$ cat src/hdl/tqt_pkg.sv
// ============================================================================
// tqt_pkg: shared types and constants of the temperature qualifier
// Register indexes, default widths and the reset values of registers and state.
// ============================================================================
package tqt_pkg;

  // Default widths
  localparam int unsigned SAMPLE_BITS_DEF = 12;
  localparam int unsigned COUNT_BITS_DEF  = 8;

  // Width of the byte-wide configuration fields
  localparam int unsigned BYTE_BITS = 8;

  // Number of configuration registers and width of their index
  localparam int unsigned NUM_REGS  = 8;
  localparam int unsigned REG_IDX_W = $clog2(NUM_REGS);

  // Reset values of the configuration registers
  localparam int RST_HEATER_SP   = 400;
  localparam int RST_TANK_FAN_SP = 424;
  localparam int RST_LAMP_FAN_SP = 640;
  localparam int RST_DEADBAND    = 3;
  localparam int RST_VALID_LOW   = 160;
  localparam int RST_VALID_HIGH  = 1360;
  localparam int RST_STEP_WINDOW = 16;
  localparam int RST_ERROR_LIMIT = 5;

  // Error count after reset, clamped to the counter range where needed
  localparam int ERRORS_AT_RESET = 5;

  typedef enum logic [REG_IDX_W-1:0] {
    REG_HEATER_SP   = 3'd0,
    REG_TANK_FAN_SP = 3'd1,
    REG_LAMP_FAN_SP = 3'd2,
    REG_DEADBAND    = 3'd3,
    REG_VALID_LOW   = 3'd4,
    REG_VALID_HIGH  = 3'd5,
    REG_STEP_WINDOW = 3'd6,
    REG_ERROR_LIMIT = 3'd7
  } cfg_reg_e;

endpackage

$ cat src/hdl/tqt_qual.sv
// ============================================================================
// tqt_qual: sensor qualification for one temperature channel
// Holds the stored value and the error counter, rejects out-of-limit samples
// and large jumps; at the error limit it takes a jump or, out of limits, zero.
// ============================================================================
module tqt_qual
  import tqt_pkg::*;
#(
  parameter int unsigned SAMPLE_BITS = SAMPLE_BITS_DEF,
  parameter int unsigned COUNT_BITS  = COUNT_BITS_DEF
) (
  input  logic                          clk_i,
  input  logic                          rst_ni,
  input  logic                          en_i,
  input  logic signed [SAMPLE_BITS-1:0] sample_i,
  input  logic signed [SAMPLE_BITS-1:0] valid_low_i,
  input  logic signed [SAMPLE_BITS-1:0] valid_high_i,
  input  logic        [BYTE_BITS-1:0]   step_window_i,
  input  logic        [BYTE_BITS-1:0]   error_limit_i,
  output logic signed [SAMPLE_BITS-1:0] value_o
);

  localparam int unsigned EXT_W = SAMPLE_BITS + 2;
  localparam logic [COUNT_BITS-1:0] CNT_MAX = '1;
  localparam logic [COUNT_BITS-1:0] CNT_RST =
      (ERRORS_AT_RESET > (2 ** COUNT_BITS) - 1) ? CNT_MAX : COUNT_BITS'(ERRORS_AT_RESET);

  logic signed [SAMPLE_BITS-1:0] stored_q, stored_d;
  logic        [COUNT_BITS-1:0]  errors_q, errors_d;

  logic                          out_limits;
  logic                          in_window;
  logic signed [EXT_W-1:0]       stored_ext, sample_ext, win_ext;
  logic        [COUNT_BITS-1:0]  errors_inc;
  logic                          limit_hit;

  always_comb begin
    out_limits = (sample_i <= valid_low_i) || (sample_i >= valid_high_i);

    stored_ext = EXT_W'(stored_q);
    sample_ext = EXT_W'(sample_i);
    win_ext    = signed'({{(EXT_W - BYTE_BITS){1'b0}}, step_window_i});
    in_window  = (stored_ext + win_ext > sample_ext) && (stored_ext - win_ext < sample_ext);

    // The counter saturates instead of wrapping
    errors_inc = (errors_q == CNT_MAX) ? CNT_MAX : errors_q + 1'b1;
    limit_hit  = BYTE_BITS'(errors_inc) >= error_limit_i;

    stored_d = stored_q;
    errors_d = errors_inc;
    if (out_limits) begin
      if (limit_hit) begin
        stored_d = '0;
      end
    end else if (in_window) begin
      stored_d = sample_i;
      errors_d = '0;
    end else if (limit_hit) begin
      stored_d = sample_i;
      errors_d = '0;
    end
  end

  assign value_o = stored_d;

  always_ff @(posedge clk_i or negedge rst_ni) begin
    if (!rst_ni) begin
      stored_q <= '0;
      errors_q <= CNT_RST;
    end else if (en_i) begin
      stored_q <= stored_d;
      errors_q <= errors_d;
    end
  end

endmodule

$ cat src/hdl/temperature_qualify_thermostat_top.sv
// ============================================================================
// temperature_qualify_thermostat_top: sensor qualifier and relay thermostat
// Qualifies tank and lamp samples and drives heater and fans with a deadband.
// ============================================================================
// Flow: an accepted item waits in the input register and moves on to the result
// register when that is empty or being taken. Throughput: one item per cycle
// while results are taken; the input register and the result register form a
// two-stage pipeline, and the state updates as an item leaves the first.
// Reset: configuration returns to its defaults, stored values to zero, error
// counts to five, all relays off, and both pipeline stages empty.
module temperature_qualify_thermostat_top
  import tqt_pkg::*;
#(
  parameter int unsigned SAMPLE_BITS = SAMPLE_BITS_DEF,
  parameter int unsigned COUNT_BITS  = COUNT_BITS_DEF,
  localparam int unsigned IN_W  = ((2 * SAMPLE_BITS + 1 + 7) / 8) * 8,
  localparam int unsigned OUT_W = ((2 * SAMPLE_BITS + 3 + 7) / 8) * 8
) (
  input  logic                   clk_i,
  input  logic                   rst_ni,
  // Input items
  input  logic                   s_axis_tvalid,
  output logic                   s_axis_tready,
  // tank_sample, lamp_sample, water_change (lowest bits first), zero pad
  input  logic [IN_W-1:0]        s_axis_tdata,
  // Result items
  output logic                   m_axis_tvalid,
  input  logic                   m_axis_tready,
  // tank_temp, lamp_temp, heater_on, tank_fan_on, lamp_fan_on, zero pad
  output logic [OUT_W-1:0]       m_axis_tdata,
  // Configuration writes
  input  logic                   cfg_valid_i,
  output logic                   cfg_ready_o,
  input  logic [REG_IDX_W-1:0]   cfg_index_i,
  input  logic [SAMPLE_BITS-1:0] cfg_data_i
);

  localparam int unsigned SW    = SAMPLE_BITS;
  localparam int unsigned EXT_W = SW + 2;

  // ---------------------------------------------------------------------------
  // Configuration registers. Write them only while the block is idle; the block
  // itself does not enforce this. The port is always ready.
  // ---------------------------------------------------------------------------
  logic signed [SW-1:0]        heater_sp_q, tank_fan_sp_q, lamp_fan_sp_q;
  logic signed [SW-1:0]        valid_low_q, valid_high_q;
  logic        [BYTE_BITS-1:0] deadband_q, step_window_q, error_limit_q;
  cfg_reg_e                    cfg_reg;

  assign cfg_ready_o = 1'b1;
  assign cfg_reg     = cfg_reg_e'(cfg_index_i);

  always_ff @(posedge clk_i or negedge rst_ni) begin
    if (!rst_ni) begin
      heater_sp_q   <= SW'(RST_HEATER_SP);
      tank_fan_sp_q <= SW'(RST_TANK_FAN_SP);
      lamp_fan_sp_q <= SW'(RST_LAMP_FAN_SP);
      deadband_q    <= BYTE_BITS'(RST_DEADBAND);
      valid_low_q   <= SW'(RST_VALID_LOW);
      valid_high_q  <= SW'(RST_VALID_HIGH);
      step_window_q <= BYTE_BITS'(RST_STEP_WINDOW);
      error_limit_q <= BYTE_BITS'(RST_ERROR_LIMIT);
    end else if (cfg_valid_i) begin
      unique case (cfg_reg)
        REG_HEATER_SP:   heater_sp_q   <= cfg_data_i;
        REG_TANK_FAN_SP: tank_fan_sp_q <= cfg_data_i;
        REG_LAMP_FAN_SP: lamp_fan_sp_q <= cfg_data_i;
        REG_DEADBAND:    deadband_q    <= cfg_data_i[BYTE_BITS-1:0];
        REG_VALID_LOW:   valid_low_q   <= cfg_data_i;
        REG_VALID_HIGH:  valid_high_q  <= cfg_data_i;
        REG_STEP_WINDOW: step_window_q <= cfg_data_i[BYTE_BITS-1:0];
        REG_ERROR_LIMIT: error_limit_q <= cfg_data_i[BYTE_BITS-1:0];
        default: ;
      endcase
    end
  end

  // ---------------------------------------------------------------------------
  // Pipeline control. Stage one is the input register; stage two is the
  // result register. An item moves from one to two whenever stage two is
  // empty or its item is being taken, and that move commits the state.
  // ---------------------------------------------------------------------------
  logic          in_vld_q, in_vld_d;
  logic          out_vld_q, out_vld_d;
  logic          s_accept, advance;
  logic [SW-1:0] tank_in_q, lamp_in_q;
  logic          wc_in_q;

  assign advance       = in_vld_q && (!out_vld_q || m_axis_tready);
  assign s_axis_tready = !in_vld_q || !out_vld_q || m_axis_tready;
  assign s_accept      = s_axis_tvalid && s_axis_tready;

  always_comb begin
    in_vld_d = in_vld_q;
    if (s_accept) begin
      in_vld_d = 1'b1;
    end else if (advance) begin
      in_vld_d = 1'b0;
    end
    out_vld_d = out_vld_q;
    if (advance) begin
      out_vld_d = 1'b1;
    end else if (m_axis_tready) begin
      out_vld_d = 1'b0;
    end
  end

  always_ff @(posedge clk_i or negedge rst_ni) begin
    if (!rst_ni) begin
      in_vld_q  <= 1'b0;
      out_vld_q <= 1'b0;
    end else begin
      in_vld_q  <= in_vld_d;
      out_vld_q <= out_vld_d;
    end
  end

  always_ff @(posedge clk_i) begin
    if (s_accept) begin
      tank_in_q <= s_axis_tdata[SW-1:0];
      lamp_in_q <= s_axis_tdata[2*SW-1:SW];
      wc_in_q   <= s_axis_tdata[2*SW];
    end
  end

  // ---------------------------------------------------------------------------
  // Channel qualification. Each instance returns the updated stored value.
  // ---------------------------------------------------------------------------
  logic signed [SW-1:0] tank_val, lamp_val;

  tqt_qual #(
    .SAMPLE_BITS (SAMPLE_BITS),
    .COUNT_BITS  (COUNT_BITS)
  ) u_qual_tank (
    .clk_i         (clk_i),
    .rst_ni        (rst_ni),
    .en_i          (advance),
    .sample_i      (tank_in_q),
    .valid_low_i   (valid_low_q),
    .valid_high_i  (valid_high_q),
    .step_window_i (step_window_q),
    .error_limit_i (error_limit_q),
    .value_o       (tank_val)
  );

  tqt_qual #(
    .SAMPLE_BITS (SAMPLE_BITS),
    .COUNT_BITS  (COUNT_BITS)
  ) u_qual_lamp (
    .clk_i         (clk_i),
    .rst_ni        (rst_ni),
    .en_i          (advance),
    .sample_i      (lamp_in_q),
    .valid_low_i   (valid_low_q),
    .valid_high_i  (valid_high_q),
    .step_window_i (step_window_q),
    .error_limit_i (error_limit_q),
    .value_o       (lamp_val)
  );

  // ---------------------------------------------------------------------------
  // Thermostat. Each relay switches at its setpoint and holds its state in
  // the deadband just below it. The sums are widened by two bits so that the
  // deadband never overflows. During a water change the heater holds.
  // ---------------------------------------------------------------------------
  logic                    heater_q, heater_d;
  logic                    tank_fan_q, tank_fan_d;
  logic                    lamp_fan_q, lamp_fan_d;
  logic signed [EXT_W-1:0] tank_ext, lamp_ext, db_ext;
  logic signed [EXT_W-1:0] heater_sp_ext, tank_fan_sp_ext, lamp_fan_sp_ext;

  always_comb begin
    tank_ext        = EXT_W'(tank_val);
    lamp_ext        = EXT_W'(lamp_val);
    db_ext          = signed'({{(EXT_W - BYTE_BITS){1'b0}}, deadband_q});
    heater_sp_ext   = EXT_W'(heater_sp_q);
    tank_fan_sp_ext = EXT_W'(tank_fan_sp_q);
    lamp_fan_sp_ext = EXT_W'(lamp_fan_sp_q);

    heater_d = heater_q;
    if (!wc_in_q) begin
      if (tank_ext >= heater_sp_ext) begin
        heater_d = 1'b0;
      end else if (tank_ext + db_ext < heater_sp_ext) begin
        heater_d = 1'b1;
      end
    end

    // Reaching the tank fan setpoint also forces the heater off outside a water change
    tank_fan_d = tank_fan_q;
    if (tank_ext >= tank_fan_sp_ext) begin
      tank_fan_d = 1'b1;
      if (!wc_in_q) begin
        heater_d = 1'b0;
      end
    end else if (tank_ext + db_ext < tank_fan_sp_ext) begin
      tank_fan_d = 1'b0;
    end

    lamp_fan_d = lamp_fan_q;
    if (lamp_ext >= lamp_fan_sp_ext) begin
      lamp_fan_d = 1'b1;
    end else if (lamp_ext + db_ext < lamp_fan_sp_ext) begin
      lamp_fan_d = 1'b0;
    end
  end

  always_ff @(posedge clk_i or negedge rst_ni) begin
    if (!rst_ni) begin
      heater_q   <= 1'b0;
      tank_fan_q <= 1'b0;
      lamp_fan_q <= 1'b0;
    end else if (advance) begin
      heater_q   <= heater_d;
      tank_fan_q <= tank_fan_d;
      lamp_fan_q <= lamp_fan_d;
    end
  end

  // ---------------------------------------------------------------------------
  // Result register. It holds the item until the downstream side takes it.
  // ---------------------------------------------------------------------------
  logic [OUT_W-1:0] out_data_q;

  always_ff @(posedge clk_i) begin
    if (advance) begin
      out_data_q <= OUT_W'({lamp_fan_d, tank_fan_d, heater_d, lamp_val, tank_val});
    end
  end

  assign m_axis_tvalid = out_vld_q;
  assign m_axis_tdata  = out_data_q;

endmodule
$ cat config.mk
export PLATFORM = sky130hd
export DESIGN_NAME = temperature_qualify_thermostat_top
export DESIGN_NICKNAME = d
export VERILOG_FILES = /design/src/hdl/tqt_pkg.sv /design/src/hdl/tqt_qual.sv /design/src/hdl/temperature_qualify_thermostat_top.sv
export SDC_FILE = /design/constraint.sdc
export NUM_CORES = 1
export LEC_CHECK = 0
export BUFFER_PORTS_ARGS = -buffer_cell sky130_fd_sc_hd__buf_2
export CAP_MARGIN = 20
export CORE_MARGIN = 4
export CORE_UTILIZATION = 30
export DETAILED_ROUTE_END_ITERATION = 7
export HOLD_SLACK_MARGIN = 0.1
export SLEW_MARGIN = 20
export SYNTH_ARGS = -nofsm -noshare
export SYNTH_HDL_FRONTEND = slang
export SYNTH_SLANG_ARGS = --single-unit
export TNS_END_PERCENT = 5
$ cat constraint.sdc
create_clock -name clk_i -period 8.7 [get_ports clk_i]
set_input_delay 0.87 -clock clk_i [delete_from_list [all_inputs] [get_ports clk_i]]
set_output_delay 0.87 -clock clk_i [all_outputs]
set_load 0.03 [all_outputs]
Yosys cells after proc, flatten, opt, wreduce, memory -nomap -nowiden
Cells that the tools add are included.
Widths: inputs -> output; s select.
Storage, ports and cells
  word-level logic and storage cells: 105
  input bits: 52
  register bits: 181
  output and inout bits: 35
Operators by class
  order comparisons: 16
  reduce and logical (&&, ||, !) cells: 22
  add/subtract/negate cells: 8
  equality and inequality tests: 9
  mux-type cells: 29
Operators with widths (number)
  $mux 12: 8
  $lt 13x12->1: 5
  $mux 8: 8
  $ge 12x12->1: 5
  $add 12x9->13: 4
  $gt 13x12->1: 2
  $sub 12x9->13: 2
  $le 12x12->1: 2
  $add 8x1->8 const B: 2
  $eq 8x8->1 const B: 2
  $ge 8x8->1: 2
  $reduce_and 2->1: 8
  $mux 1: 13
  $eq 3x3->1 const B: 4
  $eq 3x2->1 const B: 2
  $logic_or 1x1->1: 5
  $logic_and 1x1->1: 4
  $reduce_bool 2->1: 2
  $eq 3x1->1 const B: 1
  $logic_not 3->1: 1
  $logic_not 1->1: 2

Longest topological paths before layout
Gate-level depths: netlist of run 1.
  depth in word-level cells: 13
  gate-level depth with buffers: 41
  mapped depth without buffers: 39

Modules after synthesis
Synthesis of run 1 repeated with hierarchy kept, for this count alone.
Second synthesis, totals
  cell total of the unflattened synthesis: 1474
  area total of the unflattened synthesis: 14335.0 µm²
By module, submodules not included
  temperature_qualify_thermostat_top: seq. area each 3813.7 µm², cells each 648, area an instance 7686.1 µm², times used 1
  tqt_qual at u_qual_lamp: seq. area each 503.0 µm², cells each 416, area an instance 3338.2 µm², times used 1
  tqt_qual at u_qual_tank: seq. area each 503.0 µm², cells each 410, area an instance 3310.7 µm², times used 1

Least setup slack after synthesis of run 1
OpenSTA, ideal clock, no wires.
  path kind: register to register
  start point: register step_window_q[1]
  end point: register out_data_q[24] (netlist: m_axis_tdata[24]) (data pin)
  arrival: 6.825 ns
  period minus slack after synthesis: 7.098 ns
  data required time: 8.427 ns
  library setup time: 0.273 ns
  cell stages (with the launch flop): 40
  path slack: 1.602 ns
  path buffers: 2
  path through: dfrtp_1 inv_1 ha_1 nand2b_1 a21oi_1 o21ai_0 a21oi_1 nor2_1 o21bai_1 a21oi_1 o31ai_1 xor2_1 ha_1 nand4_1 or2_1 a31oi_1 or4b_1 o2111a_1 (+4 left out) inv_1 ha_1 fa_1 a21oi_1 nor2_1 nor2_1 o21ai_0 a21o_1 a21o_1 nand3_2 o21a_1 ha_1 nand3b_1 o22ai_1 or3_1 or3_1 o211ai_1 a221oi_1
Between the ends
  cells in the longest elaborated chain, start to end: 12
  elaborated cells on any way between the ends: 16
  those cells by class: add/sub: 3; order compare: 5; mux: 7; reduce/logical: 1
Ends and longest elaborated chain
  start, declared: RTL line temperature_qualify_thermostat_top.sv:47  | logic [BYTE_BITS-1:0] deadband_q, step_window_q, error_limit_q;
  start signal, assigned: RTL line temperature_qualify_thermostat_top.sv:61  | step_window_q <= BYTE_BITS'(RST_STEP_WINDOW);
  start signal, assigned: RTL line temperature_qualify_thermostat_top.sv:71  | REG_STEP_WINDOW: step_window_q <= cfg_data_i[BYTE_BITS-1:0];
  $add 12x9->13 / $sub 12x9->13 (equally long branches): RTL line tqt_qual.sv:43  | in_window = (stored_ext + win_ext > sample_ext) && (stored_ext - win_ext < sample_ext);
  $gt 13x12->1 / $lt 13x12->1 (equally long branches): RTL line tqt_qual.sv:43
  $logic_and 1x1->1 (*): RTL line tqt_qual.sv:43
  $mux 12 (*): RTL line tqt_qual.sv:55  | end else if (in_window) begin
  $mux 12 (*): RTL line tqt_qual.sv:51  | if (out_limits) begin
  named net tank_val[0]: RTL line temperature_qualify_thermostat_top.sv:129  | logic signed [SW-1:0] tank_val, lamp_val;
  $add 12x9->13: RTL line temperature_qualify_thermostat_top.sv:184  | end else if (tank_ext + db_ext < heater_sp_ext) begin
  $lt 13x12->1: RTL line temperature_qualify_thermostat_top.sv:184
  $mux 1: RTL line temperature_qualify_thermostat_top.sv:184
  $mux 1: RTL line temperature_qualify_thermostat_top.sv:182  | if (tank_ext >= heater_sp_ext) begin
  $mux 1: RTL line temperature_qualify_thermostat_top.sv:181  | if (!wc_in_q) begin
  $mux 1: RTL line temperature_qualify_thermostat_top.sv:193  | if (!wc_in_q) begin
  $mux 1 (*): RTL line temperature_qualify_thermostat_top.sv:191  | if (tank_ext >= tank_fan_sp_ext) begin
  named net heater_d: RTL line temperature_qualify_thermostat_top.sv:166  | logic heater_q, heater_d;
  end signal, assigned: RTL line temperature_qualify_thermostat_top.sv:227  | out_data_q <= OUT_W'({lamp_fan_d, tank_fan_d, heater_d, lamp_val, tank_val});
  end, declared: RTL line temperature_qualify_thermostat_top.sv:223  | logic [OUT_W-1:0] out_data_q;
Mark *: on every way through the listed nets, which the timed path passes. The rest lies on a longest branch.
A chain may end at the register's enable or synchronous reset.

Worst setup path in the final report of run 1
  start point: register step_window_q[1]
  end point: register out_data_q[26] (netlist: m_axis_tdata[26]) (data pin)
Between the ends
  cells in the longest elaborated chain, start to end: 9
  elaborated cells on any way between the ends: 12
  those cells by class: add/sub: 3; order compare: 4; mux: 4; reduce/logical: 1
Ends and longest elaborated chain
  $add 12x9->13 / $sub 12x9->13 (equally long branches): RTL line tqt_qual.sv:43
  $gt 13x12->1 / $lt 13x12->1 (equally long branches): RTL line tqt_qual.sv:43
  $logic_and 1x1->1 (*): RTL line tqt_qual.sv:43
  $mux 12 (*): RTL line tqt_qual.sv:55
  $mux 12 (*): RTL line tqt_qual.sv:51
  named net lamp_val[0]: RTL line temperature_qualify_thermostat_top.sv:129
  $add 12x9->13: RTL line temperature_qualify_thermostat_top.sv:203  | end else if (lamp_ext + db_ext < lamp_fan_sp_ext) begin
  $lt 13x12->1: RTL line temperature_qualify_thermostat_top.sv:203
  $mux 1: RTL line temperature_qualify_thermostat_top.sv:203
  $mux 1 (*): RTL line temperature_qualify_thermostat_top.sv:201  | if (lamp_ext >= lamp_fan_sp_ext) begin
  named net lamp_fan_d: RTL line temperature_qualify_thermostat_top.sv:168  | logic lamp_fan_q, lamp_fan_d;
Marks and branches as above.

==> key figures, run 1 <==
Setup path
  – Reg2reg path depth: 37
  – Critical Setup Path Class: reg -> reg
  – CP top delay family: compound AO/OA/AOI/OAI gates
  – Worst Path Buf+Inv: 3
  – Crit path max-delay cell type: dfrtp_1
  – Max incr delay on CP: 0.50 ns
  – R2R Setup Slk: 0.76 ns
  – Crit end category: register
  – CP max FO: 12
  – Startpoint types: register
  – Critical path arrival: 8.15 ns
  – WP depth: 37
  – WP data required: 8.91 ns

Clock tree
  – CTS tree: done
  – Hold buffer count at CTS: 0
  – CTS root buffer: clkbuf_16
  – Cts bufs inserted: 17
  – Clock Path Buffers: 2
  – Setup Buffers After CTS: 0
  – Clk_lat worst skew: 0.46 ns
  – Clock sink count: 181
  – Htree depth: 4
  – Number of gates resized after cts: 0
  – Clock transition at path regs: 0.08 ns

Die
  – Chip height: 222 µm
  – Full die area: 49100 µm²
  – Num ports: 87
  – Die width: 222 µm
  – Core Footprint: 44700 µm²
  – Site Rows: 77
  – Initial Util: 30.6%

Power and ir drop
  – Comb pwr share: 60.7%
  – Sequential share of power: 24.8%
  – P per Cell Area: 349 nW/µm²
  – Sw frac: 44.4%
  – Sw Pwr: 2.37 mW
  – Cell-internal power: 2.97 mW
  – Clock power frac: 14.5%
  – Maximum VDD drop: 0.132 mV
  – Static Leak: 7.28 nW

Synthesis
  – Post-synth EDFFs: 52
  – Avg Cell Area, Syn: 9.78 µm²
  – Syn. warnings: 0
  – Synthesized area: 13700 µm²
  – Top post-synthesis cells by count: ha_1 (237), inv_1 (145), nand2_1 (142)
  – Share of the synthesized area in the top cell type: 21.7%
  – Count leader, synth: ha_1
  – Netlist cell types: 75
  – Synth area leader: ha_1
  – Seq/Total Area, Yosys: 35.2%
  – Synthesized flop and latch total: 181
  – Post-Syn Instances: 1399
  – Main flop type after synthesis: dfrtp_1
  – Ys async rst share: 71.3%
  – Top post-synthesis cells by area: ha_1 (22%), dfrtp_1 (19%), edfxtp_1 (11%), dfstp_2 (4.6%), mux2_2 (4.4%)

Timing
  – Final hold vios: 0
  – Fin crit share: 91.3%
  – Final Critical Period: 7.94 ns
  – Final setup TNS: 0 ns
  – Worst Skew: 0.0153 ns
  – Worst-Margin Slew: 0.988 ns
  – Max Fclk: 126 MHz
  – RSZ-0062 raised after global routing: false
  – Slew Viols, Final: 0
  – Max transition margin: 34.1%
  – Final setup viols: 0
  – Worst Setup Slack, final: 0.760 ns

Detailed routing
  – Initial DRC Count: 587
  – DRC viols: 0
  – Vias per cell: 4.97
  – Via count: 10300
  – DR WL/cell: 17.3 µm
  – Remaining antenna violation count after routing: 0
  – DRT Pass-1 Iters: 5
  – Final WL: 35.8 mm

Global route
  – First-pass GRT wire length: 56.7 mm
  – Largest net degree at the start of global routing: 77
  – Initial antenna violation count: 0
  – All-Layer GR Usage: 14.6%
  – Vias in the first global route: 10200
  – Grt ovf: 0

Placement
  – HPWL after DPL: 28.2 mm
  – I/O Buffers: 73
  – Placer Congestion: 0.859
  – Setup WS pre-CTS: 0.820 ns

Worst hold path
  – Worst Hold Class: in -> async

Cells and area
  – Layout Nets: 1762
  – Area delta synth->final: 11.7%
  – Fillcell total: 4589
  – Layout cells sized above 1: 15.2%
  – Antenna Cells: 0

Status
  – Status: finished, final reports clean

Flow run
  – Maxcap violations: 0
-- cells by family (layout without fill, tap and decap cells) --
group           after synthesis  count (layout)  share of synthesized area, %
other cells                   2               6                        0.0549
compound gates              333             333                          16.0
simple gates                338             338                          12.2
mux                          55              55                          4.58
flops                       181             181                          35.2
xor+xnor                     58              58                          3.71
buf+inv                     189             266                          5.62
fa+ha+maj                   243             243                          22.5
-- path summary, 6_finish.rpt --
check,end,startpoint
min in group clk_i,u_qual_tank.errors_q[0]$_DFFE_PN1P_,u_qual_tank.errors_q[0]$_DFFE_PN1P_
setup reg to reg,m_axis_tdata[26]$_DFFE_PP_,step_window_q[1]$_DFFE_PN0P_
hold / removal,u_qual_lamp.stored_q[10]$_DFFE_PN0P_,rst_ni
setup / recovery,m_axis_tdata[26]$_DFFE_PP_,step_window_q[1]$_DFFE_PN0P_
hold reg to reg,u_qual_tank.errors_q[0]$_DFFE_PN1P_,u_qual_tank.errors_q[0]$_DFFE_PN1P_
max in group asynchronous,u_qual_tank.stored_q[10]$_DFFE_PN0P_,rst_ni
-- routing by layer --
layer | vias to the layer above | share of wire [%] | GRT usage, %
met5 | - | 0 | 0
met4 | 0 | 1.2 | 2.76
met3 | 25 | 4.1 | 2.48
met2 | 193 | 47 | 24.1
met1 | 4980 | 48 | 20.2
li1 | 5091 | - | -
-- flip-flops by register name, indices dropped and copies added, names as in the netlist, 8 cells and up --
| name | count |
|---|---|
| valid_high_q | 12 |
| error_limit_q | 8 |
| u_qual_lamp.stored_q | 12 |
| tank_fan_sp_q | 12 |
| heater_sp_q | 12 |
| u_qual_tank.stored_q | 12 |
| lamp_fan_sp_q | 12 |
| u_qual_lamp.errors_q | 8 |
| u_qual_tank.errors_q | 8 |
| step_window_q | 8 |
| valid_low_q | 12 |
| deadband_q | 8 |
| tank_in_q | 12 |
| lamp_in_q | 12 |
| m_axis_tdata | 27 |
-- worst register-to-register path: cells and delay by family (launching register included) --
kind / cells / cell delay (ns)
simple gates: 6 / 0.66
compound gates: 22 / 4.43
flops: 1 / 0.50
buf+inv: 3 / 0.40
xor+xnor: 1 / 0.19
fa+ha+maj: 5 / 1.54
-- through the flow --
stage	instance area, µm²	util [%]	hold WS, ns	power [mW]	cells
6_report	15300	34.2	0.354	5.34	2072
5_1_grt	15300	34.2	0.389	5.91	2072
4_1_cts	15300	34.2	0.378	5.38	2072
3_5_place_dp	14700	32.9	0.485	4.57	2040
3_3_place_gp	14700	32.9	0.475	4.47	2039
2_1_floorplan	13700	-	0.457	3.78	1403
-- cells in the final DEF, fill, tap and decap left out, types with 19 or more instances in the layout --
cell        n
nand2b_1   30
nor2_1     50
xnor2_1    38
a21oi_1    68
inv_1     145
dfrtp_1   105
o21ai_0    98
xor2_1     20
dfstp_2    24
edfxtp_1   52
nand4_1    19
nand2_1   142
a21o_1     41
mux2_2     53
buf_2      72
ha_1      237
-- power groups by stage --
| stage | clock, mW | sequential [mW] | combinational [mW] |
|---|---|---|---|
| 6_report | 0.774 | 1.33 | 3.24 |
| 5_1_grt | 0.828 | 1.36 | 3.72 |
| 4_1_cts | 0.794 | 1.33 | 3.26 |
| 3_5_place_dp | 0 | 1.34 | 3.23 |
| 3_3_place_gp | 0 | 1.33 | 3.13 |
| 2_1_floorplan | 0 | 1.34 | 2.45 |
-- area by class of cell --
class	count	area, µm²	share of cell area (%)
timing repair buffer	86	473	3.09
sequential	181	4820	31.5
inverter	148	556	3.63
multi-input combinational	1033	8140	53.2
tap	592	741	4.84
clock buffer	17	425	2.78
clock inverter	15	140	0.916
Note: power is estimated with default switching activity, not from simulation.
==> inputs of run 2 (changes only) <==
Settings changed: CTS_BUF_LIST set to sky130_fd_sc_hd__clkbuf_4.
==> key figures, run 2 (synthesized netlist as in run 1, its figures left out) <==
Status
  – Status: finished, final reports clean (unchanged)

Timing
  – Final setup TNS: 0 ns (unchanged)
  – Worst-Margin Slew: 0.990 ns (was 0.988 ns)
  – Final hold vios: 0 (unchanged)
  – Slew Viols, Final: 0 (unchanged)
  – RSZ-0062 raised after global routing: false (unchanged)
  – Worst Setup Slack, final: 0.786 ns (was 0.760 ns)
  – Fin crit share: 91.0% (was 91.3%)
  – Max Fclk: 126 MHz (about the same)
  – Max transition margin: 34.0% (was 34.1%)
  – Worst Skew: 0.0303 ns (was 0.0153 ns)
  – Final Critical Period: 7.91 ns (was 7.94 ns)
  – Final setup viols: 0 (unchanged)
  – Hold WS: 0.137 ns (was 0.354 ns)

Cells and area
  – Final Util: 33.6% (was 34.2%)
  – Layout Nets: 1762 (unchanged)
  – Fillcell total: 4627 (was 4589)
  – Area delta synth->final: 9.58% (was 11.7%)
  – Most common cell after layout, fill and taps aside: ha_1 (unchanged)
  – Layout cells sized above 1: 15.2% (unchanged)
  – Max reg flops: 27 (unchanged)
  – Commonest non-fill, non-tap cells in the layout: ha_1 (237), inv_1 (145), nand2_1 (142), dfrtp_1 (105), o21ai_0 (98) (unchanged)
  – Layout Cells excl Fill: 2073 (was 2072)

Setup path
  – CP max FO: 12 (unchanged)
  – Critical path arrival: 8.33 ns (was 8.15 ns)
  – Startpoint types: register (unchanged)
  – CP top delay family: compound AO/OA/AOI/OAI gates (unchanged)
  – Crit path max-delay cell type: dfrtp_1 (unchanged)
  – Crit end category: register (unchanged)
  – Reg2reg start: step_window_q[1]$_DFFE_PN0P_ (unchanged)
  – Reg2reg path depth: 37 (unchanged)
  – R2r endpoint: m_axis_tdata[26]$_DFFE_PP_ (unchanged)
  – WP data required: 9.12 ns (was 8.91 ns)
  – R2R Setup Slk: 0.79 ns (was 0.76 ns)
  – Max incr delay on CP: 0.53 ns (was 0.50 ns)
  – Worst Path Buf+Inv: 3 (unchanged)
  – Critical Setup Path Class: reg -> reg (unchanged)

Detailed routing
  – Via count: 10300 (about the same)
  – DR WL/cell: 17.2 µm (was 17.3 µm)
  – Initial DRC Count: 538 (was 587)
  – Remaining antenna violation count after routing: 0 (unchanged)
  – Final WL: 35.6 mm (was 35.8 mm)
  – DRT Pass-1 Iters: 6 (was 5)
  – Vias per cell: 4.96 (was 4.97)
  – DRC viols: 0 (unchanged)

Power and ir drop
  – Comb pwr share: 64.2% (was 60.7%)
  – Sequential share of power: 26.2% (was 24.8%)
  – Maximum VDD drop: 0.116 mV (was 0.132 mV)
  – Sw frac: 46.2% (was 44.4%)
  – Sw Pwr: 2.33 mW (was 2.37 mW)
  – P per Cell Area: 337 nW/µm² (was 349 nW/µm²)
  – Static Leak: 7.15 nW (was 7.28 nW)
  – Cell-internal power: 2.72 mW (was 2.97 mW)
  – Clock power frac: 9.6% (was 14.5%)

Die
  – Initial Util: 30.6% (unchanged)
  – Core Footprint: 44700 µm² (unchanged)
  – Full die area: 49100 µm² (unchanged)
  – Site Rows: 77 (unchanged)
  – Die width: 222 µm (unchanged)
  – Chip height: 222 µm (unchanged)
  – Num ports: 87 (unchanged)

Global route
  – Initial antenna violation count: 1 (was 0)
  – Grt met1 use: 20.3% (was 20.2%)
  – First-pass GRT wire length: 56.5 mm (was 56.7 mm)
  – M3 GR Usage: 2.52% (was 2.48%)
  – All-Layer GR Usage: 14.6% (about the same)
  – Largest net degree at the start of global routing: 77 (unchanged)
  – Global-route track usage on met2: 24.0% (was 24.1%)
  – Vias in the first global route: 10200 (about the same)
  – Grt ovf: 0 (unchanged)
  – GRT Max-Usage Layer: met2 (unchanged)

Clock tree
  – Clock transition at path regs: 0.18 ns (was 0.08 ns)
  – Clock sink count: 181 (unchanged)
  – Number of gates resized after cts: 0 (unchanged)
  – Cts bufs inserted: 17 (unchanged)
  – CTS root buffer: clkbuf_4 (was clkbuf_16)
  – Hold buffer count at CTS: 0 (unchanged)
  – CTS tree: done (unchanged)
  – Clock Path Buffers: 2 (unchanged)
  – Clk_lat worst skew: 0.65 ns (was 0.46 ns)
  – Setup Buffers After CTS: 0 (unchanged)
  – Htree depth: 4 (unchanged)

Placement
  – HPWL after DPL: 28.2 mm (unchanged)
  – Placer Congestion: 0.859 (unchanged)
  – Placed Cells: 2040 (unchanged)
  – Setup WS pre-CTS: 0.820 ns (unchanged)
  – I/O Buffers: 73 (unchanged)

Flow run
  – Maxcap violations: 0 (unchanged)

Worst hold path
  – Worst Hold Class: in -> async (unchanged)
[run 2: cell types whose count changed in the layout (fill, tap and decap cells not counted), sizes merged]
cell / change
diode: +1
[run 2: stage by stage]
stage	power [mW]	instance area [µm²]
4_1_cts	5.09	15000
2_1_floorplan	3.78	13700
5_1_grt	5.62	15000
3_5_place_dp	4.57	14700
3_3_place_gp	4.47	14700
6_report	5.05	15000
[run 2: area by class of cell]
type / instances / area (µm²) / share of cell area (%)
sequential: 181 / 4820 / 32.1
tap: 592 / 741 / 4.94
clock buffer: 17 / 128 / 0.851
multi-input combinational: 1033 / 8140 / 54.3
inverter: 148 / 556 / 3.70
timing repair buffer: 86 / 473 / 3.15
clock inverter: 15 / 140 / 0.934
antenna: 1 / 2.50 / 0.0167
[run 2: layer usage]
metal	routed length [µm]	part of all wire, %	up-vias
met3	1380	3.9	23
met5	0	0	-
met4	423	1.2	0
met1	17200	48	4970
met2	16700	47	194
li1	-	-	5089
[run 2: power groups by stage]
stage / combinational, mW / clock (mW) / sequential, mW
floorplan: 2.45 / 0 / 1.34
finish: 3.24 / 0.484 / 1.32
CTS: 3.26 / 0.506 / 1.32
global route: 3.72 / 0.542 / 1.35
detailed placement: 3.23 / 0 / 1.34
global placement: 3.13 / 0 / 1.33
[run 2: worst max-delay path by stage]
stage | start | endpoint | slack [ns] | cells past startpoint
floorplan | step_window_q[1]$_DFFE_PN0P_ | m_axis_tdata[24]$_DFFE_PP_ | 1.60 | 39
global placement | step_window_q[1]$_DFFE_PN0P_ | m_axis_tdata[26]$_DFFE_PP_ | 0.87 | 37
detailed placement | step_window_q[1]$_DFFE_PN0P_ | m_axis_tdata[26]$_DFFE_PP_ | 0.82 | 37
CTS | step_window_q[1]$_DFFE_PN0P_ | m_axis_tdata[26]$_DFFE_PP_ | 0.77 | 37
global route | step_window_q[1]$_DFFE_PN0P_ | m_axis_tdata[26]$_DFFE_PP_ | 0.04 | 37
finish | step_window_q[1]$_DFFE_PN0P_ | m_axis_tdata[26]$_DFFE_PP_ | 0.79 | 37
